File: config.mk
export PLATFORM = sky130hd
export DESIGN_NAME = buzzer_tone_melody_sequencer
export DESIGN_NICKNAME = d
export VERILOG_FILES = /design/src/hw/rtl/bts_pkg.sv /design/src/hw/rtl/bts_seq.sv /design/src/hw/rtl/bts_div.sv /design/src/hw/rtl/bts_note_mem.sv /design/src/hw/rtl/buzzer_tone_melody_sequencer.sv
export SDC_FILE = /design/constraint.sdc
export NUM_CORES = 2
export LEC_CHECK = 0
export CAP_MARGIN = 20
export CORE_UTILIZATION = 50
export CTS_BUF_LIST = sky130_fd_sc_hd__clkbuf_16
export DETAILED_ROUTE_END_ITERATION = 10
export DONT_BUFFER_PORTS = 1
export PLACE_DENSITY_LB_ADDON = 0.2
export SLEW_MARGIN = 30
export SYNTH_ARGS = -nofsm -noshare
export SYNTH_HDL_FRONTEND = slang
export SYNTH_MEMORY_MAX_BITS = 65536
export SYNTH_SLANG_ARGS = --single-unit
File: constraint.sdc
create_clock -name clk -period 7.25 [get_ports clk]
set_input_delay 1.45 -clock clk [delete_from_list [all_inputs] [get_ports clk]]
set_output_delay 1.45 -clock clk [all_outputs]
set_load 0.005 [all_outputs]
File: src/hw/rtl/bts_pkg.sv
package bts_pkg;

  // Field widths fixed by the interface.
  localparam int CMD_W    = 2;
  localparam int FREQ_W   = 16;
  localparam int DUR_W    = 16;
  localparam int TNUM_W   = 8;
  localparam int SLOT_W   = 5;
  localparam int LEN_W    = 6;
  localparam int POS_W    = 6;
  localparam int PERIOD_W = 10;
  localparam int TOG_W    = 16;
  localparam int NWAIT_W  = 16;
  localparam int NOTE_W   = FREQ_W + DUR_W;
  localparam int DVS_W    = 16;
  localparam int MS_SCALE = 1000;

  localparam logic [PERIOD_W-1:0] PERIOD_MAX = '1;

  // Commands.
  localparam logic [CMD_W-1:0] CMD_TICK = 2'd0;
  localparam logic [CMD_W-1:0] CMD_BEEP = 2'd1;
  localparam logic [CMD_W-1:0] CMD_PLAY = 2'd2;
  localparam logic [CMD_W-1:0] CMD_LOAD = 2'd3;

  // Status codes.
  localparam logic [1:0] ST_OK        = 2'd0;
  localparam logic [1:0] ST_BUSY      = 2'd1;
  localparam logic [1:0] ST_OVERFLOW  = 2'd2;
  localparam logic [1:0] ST_ZERO_FREQ = 2'd3;

  // Microprogram addresses.
  localparam int PC_W = 4;
  typedef logic [PC_W-1:0] pc_t;
  localparam pc_t PC_IDLE      = 4'd0;
  localparam pc_t PC_TICK_B    = 4'd1;
  localparam pc_t PC_TICK_N    = 4'd2;
  localparam pc_t PC_NOTE_RD   = 4'd3;
  localparam pc_t PC_NOTE_LD   = 4'd4;
  localparam pc_t PC_BCHK      = 4'd5;
  localparam pc_t PC_DIV1L     = 4'd6;
  localparam pc_t PC_DIV1      = 4'd7;
  localparam pc_t PC_DIV2L     = 4'd8;
  localparam pc_t PC_DIV2      = 4'd9;
  localparam pc_t PC_BSET      = 4'd10;
  localparam pc_t PC_NOTE_POST = 4'd11;
  localparam pc_t PC_PLAY      = 4'd12;
  localparam pc_t PC_LOAD      = 4'd13;
  localparam pc_t PC_EMIT      = 4'd14;

  // Datapath operations.
  localparam int OP_W = 4;
  typedef logic [OP_W-1:0] op_t;
  localparam op_t OP_NOP       = 4'd0;
  localparam op_t OP_ACCEPT    = 4'd1;
  localparam op_t OP_TICK_BEEP = 4'd2;
  localparam op_t OP_TICK_NOTE = 4'd3;
  localparam op_t OP_NOTE_RD   = 4'd4;
  localparam op_t OP_NOTE_LD   = 4'd5;
  localparam op_t OP_BEEP_CHK  = 4'd6;
  localparam op_t OP_DIV1_LOAD = 4'd7;
  localparam op_t OP_DIV_STEP  = 4'd8;
  localparam op_t OP_DIV2_LOAD = 4'd9;
  localparam op_t OP_BEEP_SET  = 4'd10;
  localparam op_t OP_NOTE_POST = 4'd11;
  localparam op_t OP_PLAY      = 4'd12;
  localparam op_t OP_LOAD      = 4'd13;
  localparam op_t OP_EMIT      = 4'd14;

  // Branch kinds. A conditional branch goes to the target when its condition holds.
  localparam int BR_W = 4;
  typedef logic [BR_W-1:0] br_t;
  localparam br_t BR_GOTO     = 4'd0;
  localparam br_t BR_DISPATCH = 4'd1;
  localparam br_t BR_BEEP_OK  = 4'd2;
  localparam br_t BR_RET      = 4'd3;
  localparam br_t BR_DIV_LOOP = 4'd4;
  localparam br_t BR_NOTE_DUE = 4'd5;
  localparam br_t BR_NOTE_OK  = 4'd6;
  localparam br_t BR_EMIT     = 4'd7;

  typedef struct packed {
    op_t op;
    br_t br;
    pc_t target;
  } ucode_t;

  typedef struct packed {
    logic             in_fire;
    logic [CMD_W-1:0] cmd;
    logic             beep_ok;
    logic             from_note;
    logic             div_last;
    logic             note_due;
    logic             note_ok;
    logic             emit_ok;
  } cond_t;

  typedef struct packed {
    logic load;
    logic step;
  } div_ctl_t;

  typedef struct packed {
    logic [CMD_W-1:0]  command;
    logic [FREQ_W-1:0] frequency_hz;
    logic [DUR_W-1:0]  duration_ms;
    logic [TNUM_W-1:0] tune_number;
    logic [SLOT_W-1:0] note_slot;
    logic              final_note;
  } in_word_t;

  typedef struct packed {
    logic       buzzer_level;
    logic [1:0] status;
    logic       beep_active;
    logic       tune_active;
  } out_word_t;

  function automatic ucode_t ucode_rom(input pc_t pc);
    ucode_t uc;
    unique case (pc)
      PC_IDLE:      uc = '{OP_ACCEPT,    BR_DISPATCH, PC_IDLE};
      PC_TICK_B:    uc = '{OP_TICK_BEEP, BR_GOTO,     PC_TICK_N};
      PC_TICK_N:    uc = '{OP_TICK_NOTE, BR_NOTE_DUE, PC_NOTE_RD};
      PC_NOTE_RD:   uc = '{OP_NOTE_RD,   BR_NOTE_OK,  PC_NOTE_LD};
      PC_NOTE_LD:   uc = '{OP_NOTE_LD,   BR_GOTO,     PC_BCHK};
      PC_BCHK:      uc = '{OP_BEEP_CHK,  BR_BEEP_OK,  PC_DIV1L};
      PC_DIV1L:     uc = '{OP_DIV1_LOAD, BR_GOTO,     PC_DIV1};
      PC_DIV1:      uc = '{OP_DIV_STEP,  BR_DIV_LOOP, PC_DIV2L};
      PC_DIV2L:     uc = '{OP_DIV2_LOAD, BR_GOTO,     PC_DIV2};
      PC_DIV2:      uc = '{OP_DIV_STEP,  BR_DIV_LOOP, PC_BSET};
      PC_BSET:      uc = '{OP_BEEP_SET,  BR_RET,      PC_EMIT};
      PC_NOTE_POST: uc = '{OP_NOTE_POST, BR_GOTO,     PC_EMIT};
      PC_PLAY:      uc = '{OP_PLAY,      BR_GOTO,     PC_EMIT};
      PC_LOAD:      uc = '{OP_LOAD,      BR_GOTO,     PC_EMIT};
      PC_EMIT:      uc = '{OP_EMIT,      BR_EMIT,     PC_IDLE};
      default:      uc = '{OP_NOP,       BR_GOTO,     PC_IDLE};
    endcase
    return uc;
  endfunction

endpackage

File: src/hw/rtl/bts_seq.sv
module bts_seq
  import bts_pkg::*;
(
  input  logic   clk,
  input  logic   rst_n,
  input  cond_t  cond,
  output pc_t    pc,
  output ucode_t uc
);

  pc_t pc_r;
  pc_t pc_nxt;

  assign pc = pc_r;
  assign uc = ucode_rom(pc_r);

  always_comb begin
    pc_nxt = pc_r;
    unique case (uc.br)
      BR_GOTO: pc_nxt = uc.target;
      BR_DISPATCH: begin
        if (cond.in_fire) begin
          unique case (cond.cmd)
            CMD_TICK: pc_nxt = PC_TICK_B;
            CMD_BEEP: pc_nxt = PC_BCHK;
            CMD_PLAY: pc_nxt = PC_PLAY;
            CMD_LOAD: pc_nxt = PC_LOAD;
            default:  pc_nxt = PC_IDLE;
          endcase
        end
      end
      BR_BEEP_OK: begin
        if (cond.beep_ok) begin
          pc_nxt = uc.target;
        end else begin
          pc_nxt = cond.from_note ? PC_NOTE_POST : PC_EMIT;
        end
      end
      BR_RET:      pc_nxt = cond.from_note ? PC_NOTE_POST : PC_EMIT;
      BR_DIV_LOOP: pc_nxt = cond.div_last ? uc.target : pc_r;
      BR_NOTE_DUE: pc_nxt = cond.note_due ? uc.target : PC_EMIT;
      BR_NOTE_OK:  pc_nxt = cond.note_ok ? uc.target : PC_EMIT;
      BR_EMIT:     pc_nxt = cond.emit_ok ? uc.target : pc_r;
      default:     pc_nxt = PC_IDLE;
    endcase
  end

  always_ff @(posedge clk) begin
    if (!rst_n) begin
      pc_r <= PC_IDLE;
    end else begin
      pc_r <= pc_nxt;
    end
  end

endmodule

File: src/hw/rtl/bts_div.sv
module bts_div
  import bts_pkg::*;
#(
  parameter int DVD_W = 17
) (
  input  logic             clk,
  input  logic             rst_n,
  input  div_ctl_t         ctl,
  input  logic [DVD_W-1:0] dividend,
  input  logic [DVS_W-1:0] divisor,
  output logic [DVD_W-1:0] quotient,
  output logic             last
);

  localparam int CNT_W = $clog2(DVD_W + 1);

  logic [DVS_W-1:0] rem_r, rem_nxt;
  logic [DVD_W-1:0] quo_r, quo_nxt;
  logic [DVS_W-1:0] dvs_r;
  logic [CNT_W-1:0] cnt_r, cnt_nxt;
  logic [DVS_W:0]   shifted;
  logic [DVS_W+1:0] diff;

  // One quotient bit per step, restoring form.
  assign shifted = {rem_r, quo_r[DVD_W-1]};
  assign diff    = {1'b0, shifted} - {2'b00, dvs_r};

  always_comb begin
    rem_nxt = rem_r;
    quo_nxt = quo_r;
    cnt_nxt = cnt_r;
    if (ctl.load) begin
      rem_nxt = '0;
      quo_nxt = dividend;
      cnt_nxt = CNT_W'(DVD_W);
    end else if (ctl.step) begin
      if (!diff[DVS_W+1]) begin
        rem_nxt = diff[DVS_W-1:0];
        quo_nxt = {quo_r[DVD_W-2:0], 1'b1};
      end else begin
        rem_nxt = shifted[DVS_W-1:0];
        quo_nxt = {quo_r[DVD_W-2:0], 1'b0};
      end
      cnt_nxt = cnt_r - 1'b1;
    end
  end

  always_ff @(posedge clk) begin
    if (!rst_n) begin
      cnt_r <= '0;
    end else begin
      cnt_r <= cnt_nxt;
    end
  end

  always_ff @(posedge clk) begin
    rem_r <= rem_nxt;
    quo_r <= quo_nxt;
    if (ctl.load) begin
      dvs_r <= divisor;
    end
  end

  assign quotient = quo_r;
  assign last     = (cnt_r == CNT_W'(1));

endmodule

File: src/hw/rtl/bts_note_mem.sv
module bts_note_mem
  import bts_pkg::*;
#(
  parameter int NUM_TUNES = 4,
  parameter int MAX_NOTES = 32,
  localparam int DEPTH    = NUM_TUNES * MAX_NOTES,
  localparam int ADDR_W   = (DEPTH > 1) ? $clog2(DEPTH) : 1,
  localparam int TIDX_W   = (NUM_TUNES > 1) ? $clog2(NUM_TUNES) : 1
) (
  input  logic              clk,
  input  logic              rst_n,
  input  logic              wr_en,
  input  logic [ADDR_W-1:0] wr_addr,
  input  logic [NOTE_W-1:0] wr_data,
  input  logic              len_wr_en,
  input  logic [TIDX_W-1:0] wr_tune,
  input  logic [LEN_W-1:0]  len_wr_data,
  input  logic              rd_en,
  input  logic [ADDR_W-1:0] rd_addr,
  input  logic [TIDX_W-1:0] rd_tune,
  output logic [NOTE_W-1:0] rd_data,
  output logic [LEN_W-1:0]  rd_len
);

  logic [NOTE_W-1:0] note_mem [DEPTH];
  logic [LEN_W-1:0]  len_mem [NUM_TUNES];
  logic [NUM_TUNES-1:0] len_vld_r;
  logic [NOTE_W-1:0] rd_data_r;
  logic [LEN_W-1:0]  len_q_r;
  logic              vld_q_r;

  always_ff @(posedge clk) begin
    if (wr_en) begin
      note_mem[wr_addr] <= wr_data;
    end
    if (len_wr_en) begin
      len_mem[wr_tune] <= len_wr_data;
    end
    if (rd_en) begin
      rd_data_r <= note_mem[rd_addr];
      len_q_r   <= len_mem[rd_tune];
    end
  end

  // A tune length that was never written reads as zero.
  always_ff @(posedge clk) begin
    if (!rst_n) begin
      len_vld_r <= '0;
      vld_q_r   <= 1'b0;
    end else begin
      if (len_wr_en) begin
        len_vld_r[wr_tune] <= 1'b1;
      end
      if (rd_en) begin
        vld_q_r <= len_vld_r[rd_tune];
      end
    end
  end

  assign rd_data = rd_data_r;
  assign rd_len  = vld_q_r ? len_q_r : '0;

endmodule

File: src/hw/rtl/buzzer_tone_melody_sequencer.sv
// Channel   Dir  Handshake          Word
// in_       in   in_valid/in_stall  in_word_t: command, frequency, duration, tune, slot, final
// out_      out  out_valid/out_stall out_word_t: pin level, status, beep and tune flags
//
// Play, load, a refused beep and a plain tick pass idle, their own steps and emit. An accepted
// beep runs the shared divider for the period, then the toggles, one quotient bit per cycle of
// a DVD_W = 16 + clog2(TICKS_PER_MS + 1) bit dividend. A tick that reaches a note reads it and
// beeps the same way; it skips the divider if the beep is dropped, and the beep if the melody
// has run out. Synchronous active-low reset clears beep, melody and tune lengths. Results wait
// in an output register; a stalled output holds only the next word's final step.
module buzzer_tone_melody_sequencer
  import bts_pkg::*;
#(
  parameter int NUM_TUNES    = 4,
  parameter int MAX_NOTES    = 32,
  parameter int TICKS_PER_MS = 1
) (
  input  logic      clk,
  input  logic      rst_n,
  input  logic      in_valid,
  output logic      in_stall,
  input  in_word_t  in_data,
  output logic      out_valid,
  input  logic      out_stall,
  output out_word_t out_data
);

  localparam int DEPTH    = NUM_TUNES * MAX_NOTES;
  localparam int ADDR_W   = (DEPTH > 1) ? $clog2(DEPTH) : 1;
  localparam int TIDX_W   = (NUM_TUNES > 1) ? $clog2(NUM_TUNES) : 1;
  localparam int DVD_W    = 16 + $clog2(TICKS_PER_MS + 1);
  localparam int DVD_INIT = MS_SCALE * TICKS_PER_MS;

  pc_t    pc;
  ucode_t uc;
  cond_t  cond;

  // Latched input word.
  logic [CMD_W-1:0]  cmd_r, cmd_nxt;
  logic [FREQ_W-1:0] freq_r, freq_nxt;
  logic [DUR_W-1:0]  dur_r, dur_nxt;
  logic [TNUM_W-1:0] tune_r, tune_nxt;
  logic [SLOT_W-1:0] slot_r, slot_nxt;
  logic              fin_r, fin_nxt;
  logic [1:0]        st_r, st_nxt;
  logic              from_note_r, from_note_nxt;

  // Beep and melody state.
  logic                pin_r, pin_nxt;
  logic [PERIOD_W-1:0] period_r, period_nxt;
  logic [TOG_W-1:0]    tog_r, tog_nxt;
  logic [PERIOD_W-1:0] beep_cnt_r, beep_cnt_nxt;
  logic                beep_run_r, beep_run_nxt;
  logic                mel_run_r, mel_run_nxt;
  logic [TIDX_W-1:0]   act_tune_r, act_tune_nxt;
  logic [POS_W-1:0]    pos_r, pos_nxt;
  logic [NWAIT_W-1:0]  note_cnt_r, note_cnt_nxt;

  logic      out_valid_r;
  out_word_t out_data_r;

  // Divider and note memory hookup.
  div_ctl_t          div_ctl;
  logic [DVD_W-1:0]  div_dvd;
  logic [DVS_W-1:0]  div_dvs;
  logic [DVD_W-1:0]  div_quo;
  logic              div_last;

  logic              mem_wr_en, len_wr_en, mem_rd_en;
  logic [ADDR_W-1:0] wr_addr, rd_addr;
  logic [TIDX_W-1:0] wr_tune;
  logic [NOTE_W-1:0] rd_data;
  logic [LEN_W-1:0]  rd_len;

  logic                tune_bad, slot_bad, note_ok, emit_ok;
  logic [DVD_W-1:0]    dur_tpm;
  logic [PERIOD_W-1:0] period_sat;
  logic [TOG_W-1:0]    tog_sat;
  logic [NWAIT_W-1:0]  wait_sat;
  logic [POS_W-1:0]    pos_inc;

  assign in_stall = (pc != PC_IDLE);
  assign emit_ok  = !out_valid_r || !out_stall;

  assign tune_bad = (tune_r >= TNUM_W'(NUM_TUNES));
  assign slot_bad = ({4'd0, slot_r} >= 9'(MAX_NOTES));
  assign note_ok  = (32'(act_tune_r) < NUM_TUNES) && ({3'd0, pos_r} < 9'(MAX_NOTES));

  assign wr_tune = TIDX_W'(tune_r);
  assign wr_addr = ADDR_W'(32'(wr_tune) * MAX_NOTES + 32'(slot_r));
  assign rd_addr = ADDR_W'(32'(act_tune_r) * MAX_NOTES + 32'(pos_r));

  // Scaled duration, used both as the second dividend and as the note wait.
  assign dur_tpm  = DVD_W'(32'(dur_r) * TICKS_PER_MS);
  assign wait_sat = (|dur_tpm[DVD_W-1:NWAIT_W]) ? '1 : dur_tpm[NWAIT_W-1:0];

  // The first quotient is the half period, held between one and its ceiling.
  always_comb begin
    if (div_quo == '0) begin
      period_sat = PERIOD_W'(1);
    end else if (|div_quo[DVD_W-1:PERIOD_W]) begin
      period_sat = PERIOD_MAX;
    end else begin
      period_sat = div_quo[PERIOD_W-1:0];
    end
  end

  assign tog_sat = (|div_quo[DVD_W-1:TOG_W]) ? '1 : div_quo[TOG_W-1:0];
  assign pos_inc = pos_r + 1'b1;

  assign cond.in_fire   = in_valid && !in_stall;
  assign cond.cmd       = in_data.command;
  assign cond.beep_ok   = (tog_r == '0) && (freq_r != '0);
  assign cond.from_note = from_note_r;
  assign cond.div_last  = div_last;
  assign cond.note_due  = mel_run_r && (note_cnt_r <= NWAIT_W'(1));
  assign cond.note_ok   = note_ok;
  assign cond.emit_ok   = emit_ok;

  bts_seq u_seq (
    .clk   (clk),
    .rst_n (rst_n),
    .cond  (cond),
    .pc    (pc),
    .uc    (uc)
  );

  bts_div #(
    .DVD_W (DVD_W)
  ) u_div (
    .clk      (clk),
    .rst_n    (rst_n),
    .ctl      (div_ctl),
    .dividend (div_dvd),
    .divisor  (div_dvs),
    .quotient (div_quo),
    .last     (div_last)
  );

  bts_note_mem #(
    .NUM_TUNES (NUM_TUNES),
    .MAX_NOTES (MAX_NOTES)
  ) u_note_mem (
    .clk         (clk),
    .rst_n       (rst_n),
    .wr_en       (mem_wr_en),
    .wr_addr     (wr_addr),
    .wr_data     ({dur_r, freq_r}),
    .len_wr_en   (len_wr_en),
    .wr_tune     (wr_tune),
    .len_wr_data (LEN_W'({1'b0, slot_r} + 6'd1)),
    .rd_en       (mem_rd_en),
    .rd_addr     (rd_addr),
    .rd_tune     (act_tune_r),
    .rd_data     (rd_data),
    .rd_len      (rd_len)
  );

  // Datapath: the control word of the current step selects one operation.
  always_comb begin
    cmd_nxt       = cmd_r;
    freq_nxt      = freq_r;
    dur_nxt       = dur_r;
    tune_nxt      = tune_r;
    slot_nxt      = slot_r;
    fin_nxt       = fin_r;
    st_nxt        = st_r;
    from_note_nxt = from_note_r;
    pin_nxt       = pin_r;
    period_nxt    = period_r;
    tog_nxt       = tog_r;
    beep_cnt_nxt  = beep_cnt_r;
    beep_run_nxt  = beep_run_r;
    mel_run_nxt   = mel_run_r;
    act_tune_nxt  = act_tune_r;
    pos_nxt       = pos_r;
    note_cnt_nxt  = note_cnt_r;
    div_ctl       = '0;
    div_dvd       = '0;
    div_dvs       = '0;
    mem_wr_en     = 1'b0;
    len_wr_en     = 1'b0;
    mem_rd_en     = 1'b0;

    unique case (uc.op)
      OP_ACCEPT: begin
        if (in_valid) begin
          cmd_nxt       = in_data.command;
          freq_nxt      = in_data.frequency_hz;
          dur_nxt       = in_data.duration_ms;
          tune_nxt      = in_data.tune_number;
          slot_nxt      = in_data.note_slot;
          fin_nxt       = in_data.final_note;
          st_nxt        = ST_OK;
          from_note_nxt = 1'b0;
        end
      end
      OP_TICK_BEEP: begin
        // Pin event when the countdown runs out; the last one drives the pin low.
        if (beep_run_r) begin
          if (beep_cnt_r <= PERIOD_W'(1)) begin
            if (tog_r == '0) begin
              pin_nxt      = 1'b0;
              beep_run_nxt = 1'b0;
            end else begin
              tog_nxt      = tog_r - 1'b1;
              pin_nxt      = !pin_r;
              beep_cnt_nxt = period_r;
            end
          end else begin
            beep_cnt_nxt = beep_cnt_r - 1'b1;
          end
        end
      end
      OP_TICK_NOTE: begin
        if (mel_run_r && (note_cnt_r > NWAIT_W'(1))) begin
          note_cnt_nxt = note_cnt_r - 1'b1;
        end
      end
      OP_NOTE_RD: begin
        mem_rd_en = note_ok;
        if (!note_ok) begin
          mel_run_nxt = 1'b0;
        end
      end
      OP_NOTE_LD: begin
        freq_nxt      = rd_data[FREQ_W-1:0];
        dur_nxt       = rd_data[NOTE_W-1:FREQ_W];
        from_note_nxt = 1'b1;
      end
      OP_BEEP_CHK: begin
        // Melody notes fail silently; only a direct request reports.
        if (!from_note_r) begin
          if (tog_r != '0) begin
            st_nxt = ST_BUSY;
          end else if (freq_r == '0) begin
            st_nxt = ST_ZERO_FREQ;
          end else begin
            st_nxt = ST_OK;
          end
        end
      end
      OP_DIV1_LOAD: begin
        div_ctl.load = 1'b1;
        div_dvd      = DVD_W'(DVD_INIT);
        div_dvs      = freq_r;
      end
      OP_DIV_STEP: begin
        div_ctl.step = 1'b1;
      end
      OP_DIV2_LOAD: begin
        period_nxt   = period_sat;
        div_ctl.load = 1'b1;
        div_dvd      = dur_tpm;
        div_dvs      = DVS_W'(period_sat);
      end
      OP_BEEP_SET: begin
        pin_nxt      = 1'b1;
        tog_nxt      = tog_sat;
        beep_cnt_nxt = period_r;
        beep_run_nxt = 1'b1;
      end
      OP_NOTE_POST: begin
        pos_nxt = pos_inc;
        if (pos_inc < rd_len) begin
          note_cnt_nxt = wait_sat;
        end else begin
          mel_run_nxt = 1'b0;
        end
      end
      OP_PLAY: begin
        if (tune_bad) begin
          st_nxt = ST_OVERFLOW;
        end else begin
          act_tune_nxt = TIDX_W'(tune_r);
          pos_nxt      = '0;
          note_cnt_nxt = '0;
          mel_run_nxt  = 1'b1;
        end
      end
      OP_LOAD: begin
        if (tune_bad || slot_bad) begin
          st_nxt = ST_OVERFLOW;
        end else begin
          mem_wr_en = 1'b1;
          len_wr_en = fin_r;
        end
      end
      OP_EMIT: begin
      end
      OP_NOP: begin
      end
      default: begin
      end
    endcase
  end

  always_ff @(posedge clk) begin
    if (!rst_n) begin
      pin_r       <= 1'b0;
      period_r    <= '0;
      tog_r       <= '0;
      beep_cnt_r  <= '0;
      beep_run_r  <= 1'b0;
      mel_run_r   <= 1'b0;
      act_tune_r  <= '0;
      pos_r       <= '0;
      note_cnt_r  <= '0;
      st_r        <= ST_OK;
      from_note_r <= 1'b0;
      out_valid_r <= 1'b0;
    end else begin
      pin_r       <= pin_nxt;
      period_r    <= period_nxt;
      tog_r       <= tog_nxt;
      beep_cnt_r  <= beep_cnt_nxt;
      beep_run_r  <= beep_run_nxt;
      mel_run_r   <= mel_run_nxt;
      act_tune_r  <= act_tune_nxt;
      pos_r       <= pos_nxt;
      note_cnt_r  <= note_cnt_nxt;
      st_r        <= st_nxt;
      from_note_r <= from_note_nxt;
      if ((uc.op == OP_EMIT) && emit_ok) begin
        out_valid_r <= 1'b1;
      end else if (!out_stall) begin
        out_valid_r <= 1'b0;
      end
    end
  end

  always_ff @(posedge clk) begin
    cmd_r  <= cmd_nxt;
    freq_r <= freq_nxt;
    dur_r  <= dur_nxt;
    tune_r <= tune_nxt;
    slot_r <= slot_nxt;
    fin_r  <= fin_nxt;
    if ((uc.op == OP_EMIT) && emit_ok) begin
      out_data_r.buzzer_level <= pin_r;
      out_data_r.status       <= st_r;
      out_data_r.beep_active  <= beep_run_r;
      out_data_r.tune_active  <= mel_run_r;
    end
  end

  assign out_valid = out_valid_r;
  assign out_data  = out_data_r;

  // A toggle budget only exists while its beep is running.
  a_tog_needs_beep: assert property (@(posedge clk) disable iff (!rst_n)
    (tog_r != '0) |-> beep_run_r)
    else $error("toggle budget left without a running beep");

  // A running beep always has a usable half period.
  a_period_set: assert property (@(posedge clk) disable iff (!rst_n)
    beep_run_r |-> (period_r != '0))
    else $error("running beep with zero period");

  // The divider never runs on a zero divisor.
  a_div_nonzero: assert property (@(posedge clk) disable iff (!rst_n)
    ((pc == PC_DIV1) |-> (freq_r != '0)) and ((pc == PC_DIV2) |-> (period_r != '0)))
    else $error("division started with zero divisor");

  // The command that steered the dispatch is the one latched for the item.
  a_dispatch: assert property (@(posedge clk) disable iff (!rst_n)
    (pc == PC_PLAY) |-> (cmd_r == CMD_PLAY))
    else $error("play step reached for another command");

endmodule

==> run metrics <==
Die H between 500 and 600 um; DRT antenna net count 0; count of cell types in the netlist 81; CTS tree yes; area of the core between 300000 and 400000 um^2; asr flop ratio synth 0; post-CTS resize count 0; Clock Latency Late Sink 0.98 ns; Tcrit/Tclk final 0.661; clock-pin slew on the worst setup and hold paths ~0.060 ns; commonest non-fill, non-tap cell in the layout edfxtp_1; H-tree depth 5; count of final setup violators 0; # clock sinks 4350; vias in the first global route 80872; sequential fraction of the synthesis area 0.771; GR Util All Layers 0.261; crit path max fanout 51; Hold Fails Final Rpt 0; final setup TNS 0 ns; pre-CTS setup slack 2.52 ns; Slew Limit Headroom 0.294; busiest grt layer met2; CTS Hold Bufs 0; die footprint 338000 um^2; CTS buffer count between 400 and 500; largest net degree at the start of global routing 130; Worst Setup Path Type register to register; Setup Skew about 0.076 ns; placed cell area around 180000 um^2; Post-CTS Setup Bufs 0; fin area between 150000 and 200000 um^2; Iteration-0 DRC Markers ~11000; synth-to-layout area growth 13.0%; Vias 80567; status finished clean; met2 Use GR 0.410; hpwl dp ~240000 um; I/O pins a little under 60; most frequent cells in the layout edfxtp_1, mux4_2, clkbuf_16, buf_4, nand2_1; GR Overflow Total 0; hold slack approximately 0.45 ns; Synth Flop Type edfxtp_1; fraction of layout cells with a size suffix above 1 0.304; max cap viols 0; # fillers about 24000; initial antenna violation count 50; syn_area_per_cell approximately 23 um^2; PwrDens roughly 320 nW/um^2; Final nets between 7000 and 8000; Leak ~57 nW; Initial Util 0.503; Worst Setup End Kind register; RSZ-0062 raised after global routing false; # DRC 0; Ys Warns 0; Setup crit start kind register; Worst-Margin Slew between 1 and 1.5 ns; CTS Buffer Depth 4; Detailed Routing Iterations Pass 1 7; synthesis-stage register bit count 4350; vias per inst about 6.5; RD Place Congestion approximately 0.86; HP Class register to register; Synth Instances between 7000 and 8000; Slew Limit Fails 0; GR Layer Usage met3 0.0451; met1 GRT Util 0.375; Mapped Area around 170000 um^2; CTS root buf clkbuf_16; syn nets about 7400; Req. time, crit path roughly 8.1 ns; fin crit period 4.79 ns; fmax between 0.2 and 0.25 GHz; IO buf count 0; Critical Path AT around 5.6 ns; worst setup margin approximately 2.5 ns; global-route wire length before repair a little over 600000 um; Post-synth EDFFs 4242; die width approximately 580 um; Avg WL per Cell ~36 um; Peak supply drop approximately 240 uV; row count roughly 210; Routed WL 442000 um
flip-flops by register name, indices dropped and copies added, names as in the netlist, 10 cells and up:
register / flops
u_div.quotient: 17
note_cnt_r: 16
tog_r: 16
freq_r: 16
u_seq.uc: 11
period_r: 10
u_div.rem_r: 16
u_note_mem.rd_data: 32
beep_cnt_r: 10
u_note_mem.len_mem: 24
u_note_mem.note_mem: 4096
dur_r: 16
u_div.dvs_r: 16
logic make-up after synthesis:
group / share of synthesized area
buf+inv: 0.0103
simple gates: 0.0174
flops: 0.771
fa+ha+maj: 0.00280
compound gates: 0.0147
xor+xnor: 0.00136
mux: 0.182
area by class of cell:
cell class	count	area, um^2	share of cell area
clock inverters	361	2740	0.0144
inverters	45	171	0.000903
diodes	35	87.6	0.000461
flip-flops and latches	4350	130000	0.683
clock buffers	443	11100	0.0584
multi-input cells	2504	38000	0.200
well taps	4387	5490	0.0289
repair buffers	302	2730	0.0144
Yosys cell counts, drive strengths merged, types with 4 or more instances:
cell type | instances | area, um^2
a221oi | 33 | 289
and2 | 17 | 106
a21o | 4 | 30.0
or3 | 11 | 75.1
and3 | 5 | 31.3
xor2 | 5 | 43.8
a31oi | 14 | 87.6
o32ai | 6 | 52.6
o22ai | 7 | 43.8
o22a | 10 | 87.6
nand2b | 12 | 75.1
o31ai | 7 | 52.6
mux2i | 127 | 1270
nand3 | 37 | 185
edfxtp | 4242 | 127000
or2 | 11 | 68.8
nand4 | 9 | 62.6
nand2 | 218 | 818
o221a | 9 | 101
clkbuf | 260 | 976
mux4 | 1287 | 29000
nor4 | 19 | 134
nor2 | 226 | 848
o31a | 6 | 52.6
nor2b | 19 | 119
o211ai | 7 | 52.6
a32o | 34 | 340
mux2 | 34 | 387
a22o | 11 | 96.3
or4 | 8 | 67.6
nor3 | 39 | 195
a22oi | 4 | 30.0
buf | 126 | 576
xnor2 | 21 | 184
a21oi | 73 | 373
o21a | 11 | 82.6
dfxtp | 108 | 2160
inv | 44 | 168
o21ai | 73 | 365
ha | 36 | 450
a211oi | 8 | 65.1
layer usage:
| layer | share of wire | vias to the layer above |
|---|---|---|
| met5 | 0.00010 | - |
| met3 | 0.086 | 697 |
| met2 | 0.48 | 4033 |
| li1 | - | 31926 |
| met4 | 0.037 | 6 |
| met1 | 0.40 | 43905 |
through the flow:
step	std cells	power, mW	utilization
final	12427	60.2	0.568
after global routing	12416	61.9	0.568
after CTS	12390	60.5	0.568
after global placement	11583	38.5	0.526
after floorplan	7285	35.8	-
after detailed placement	11586	38.8	0.527
where the power goes:
group / leakage (nW) / internal [mW] / switching, mW / total [mW]
clock network: 7.17 / 12.4 / 9.48 / 21.9
logic: 10.8 / 2.28 / 5.41 / 7.69
registers: 39.0 / 30.3 / 0.345 / 30.6
total: 57.0 / 45.0 / 15.2 / 60.2
final timing paths:
check / start / end / slack, ns / cells past startpoint
max: freq_r[13]$_DFFE_PP_ / u_seq.uc[8]$_DFF_P_ / 2.46 / 11
min: st_r[1]$_SDFFE_PN0P_ / out_data[3]$_DFFE_PP_ / 0.45 / 0
max reg2reg: freq_r[13]$_DFFE_PP_ / u_seq.uc[8]$_DFF_P_ / 2.46 / 11
min reg2reg: st_r[1]$_SDFFE_PN0P_ / out_data[3]$_DFFE_PP_ / 0.45 / 0
worst max-delay path, cell delays in order, from the launching register on:
cell and delay, ns:
edfxtp_1 0.37, buf_4 0.28, nor4_1 0.88, nand4_1 0.98, a21oi_1 0.47, nor3_1 0.12, a31oi_1 0.57, inv_1 0.15
ha_1 0.32, inv_1 0.05, mux2i_1 0.05, mux2i_1 0.37
Note: power is estimated with default switching activity, not from simulation.
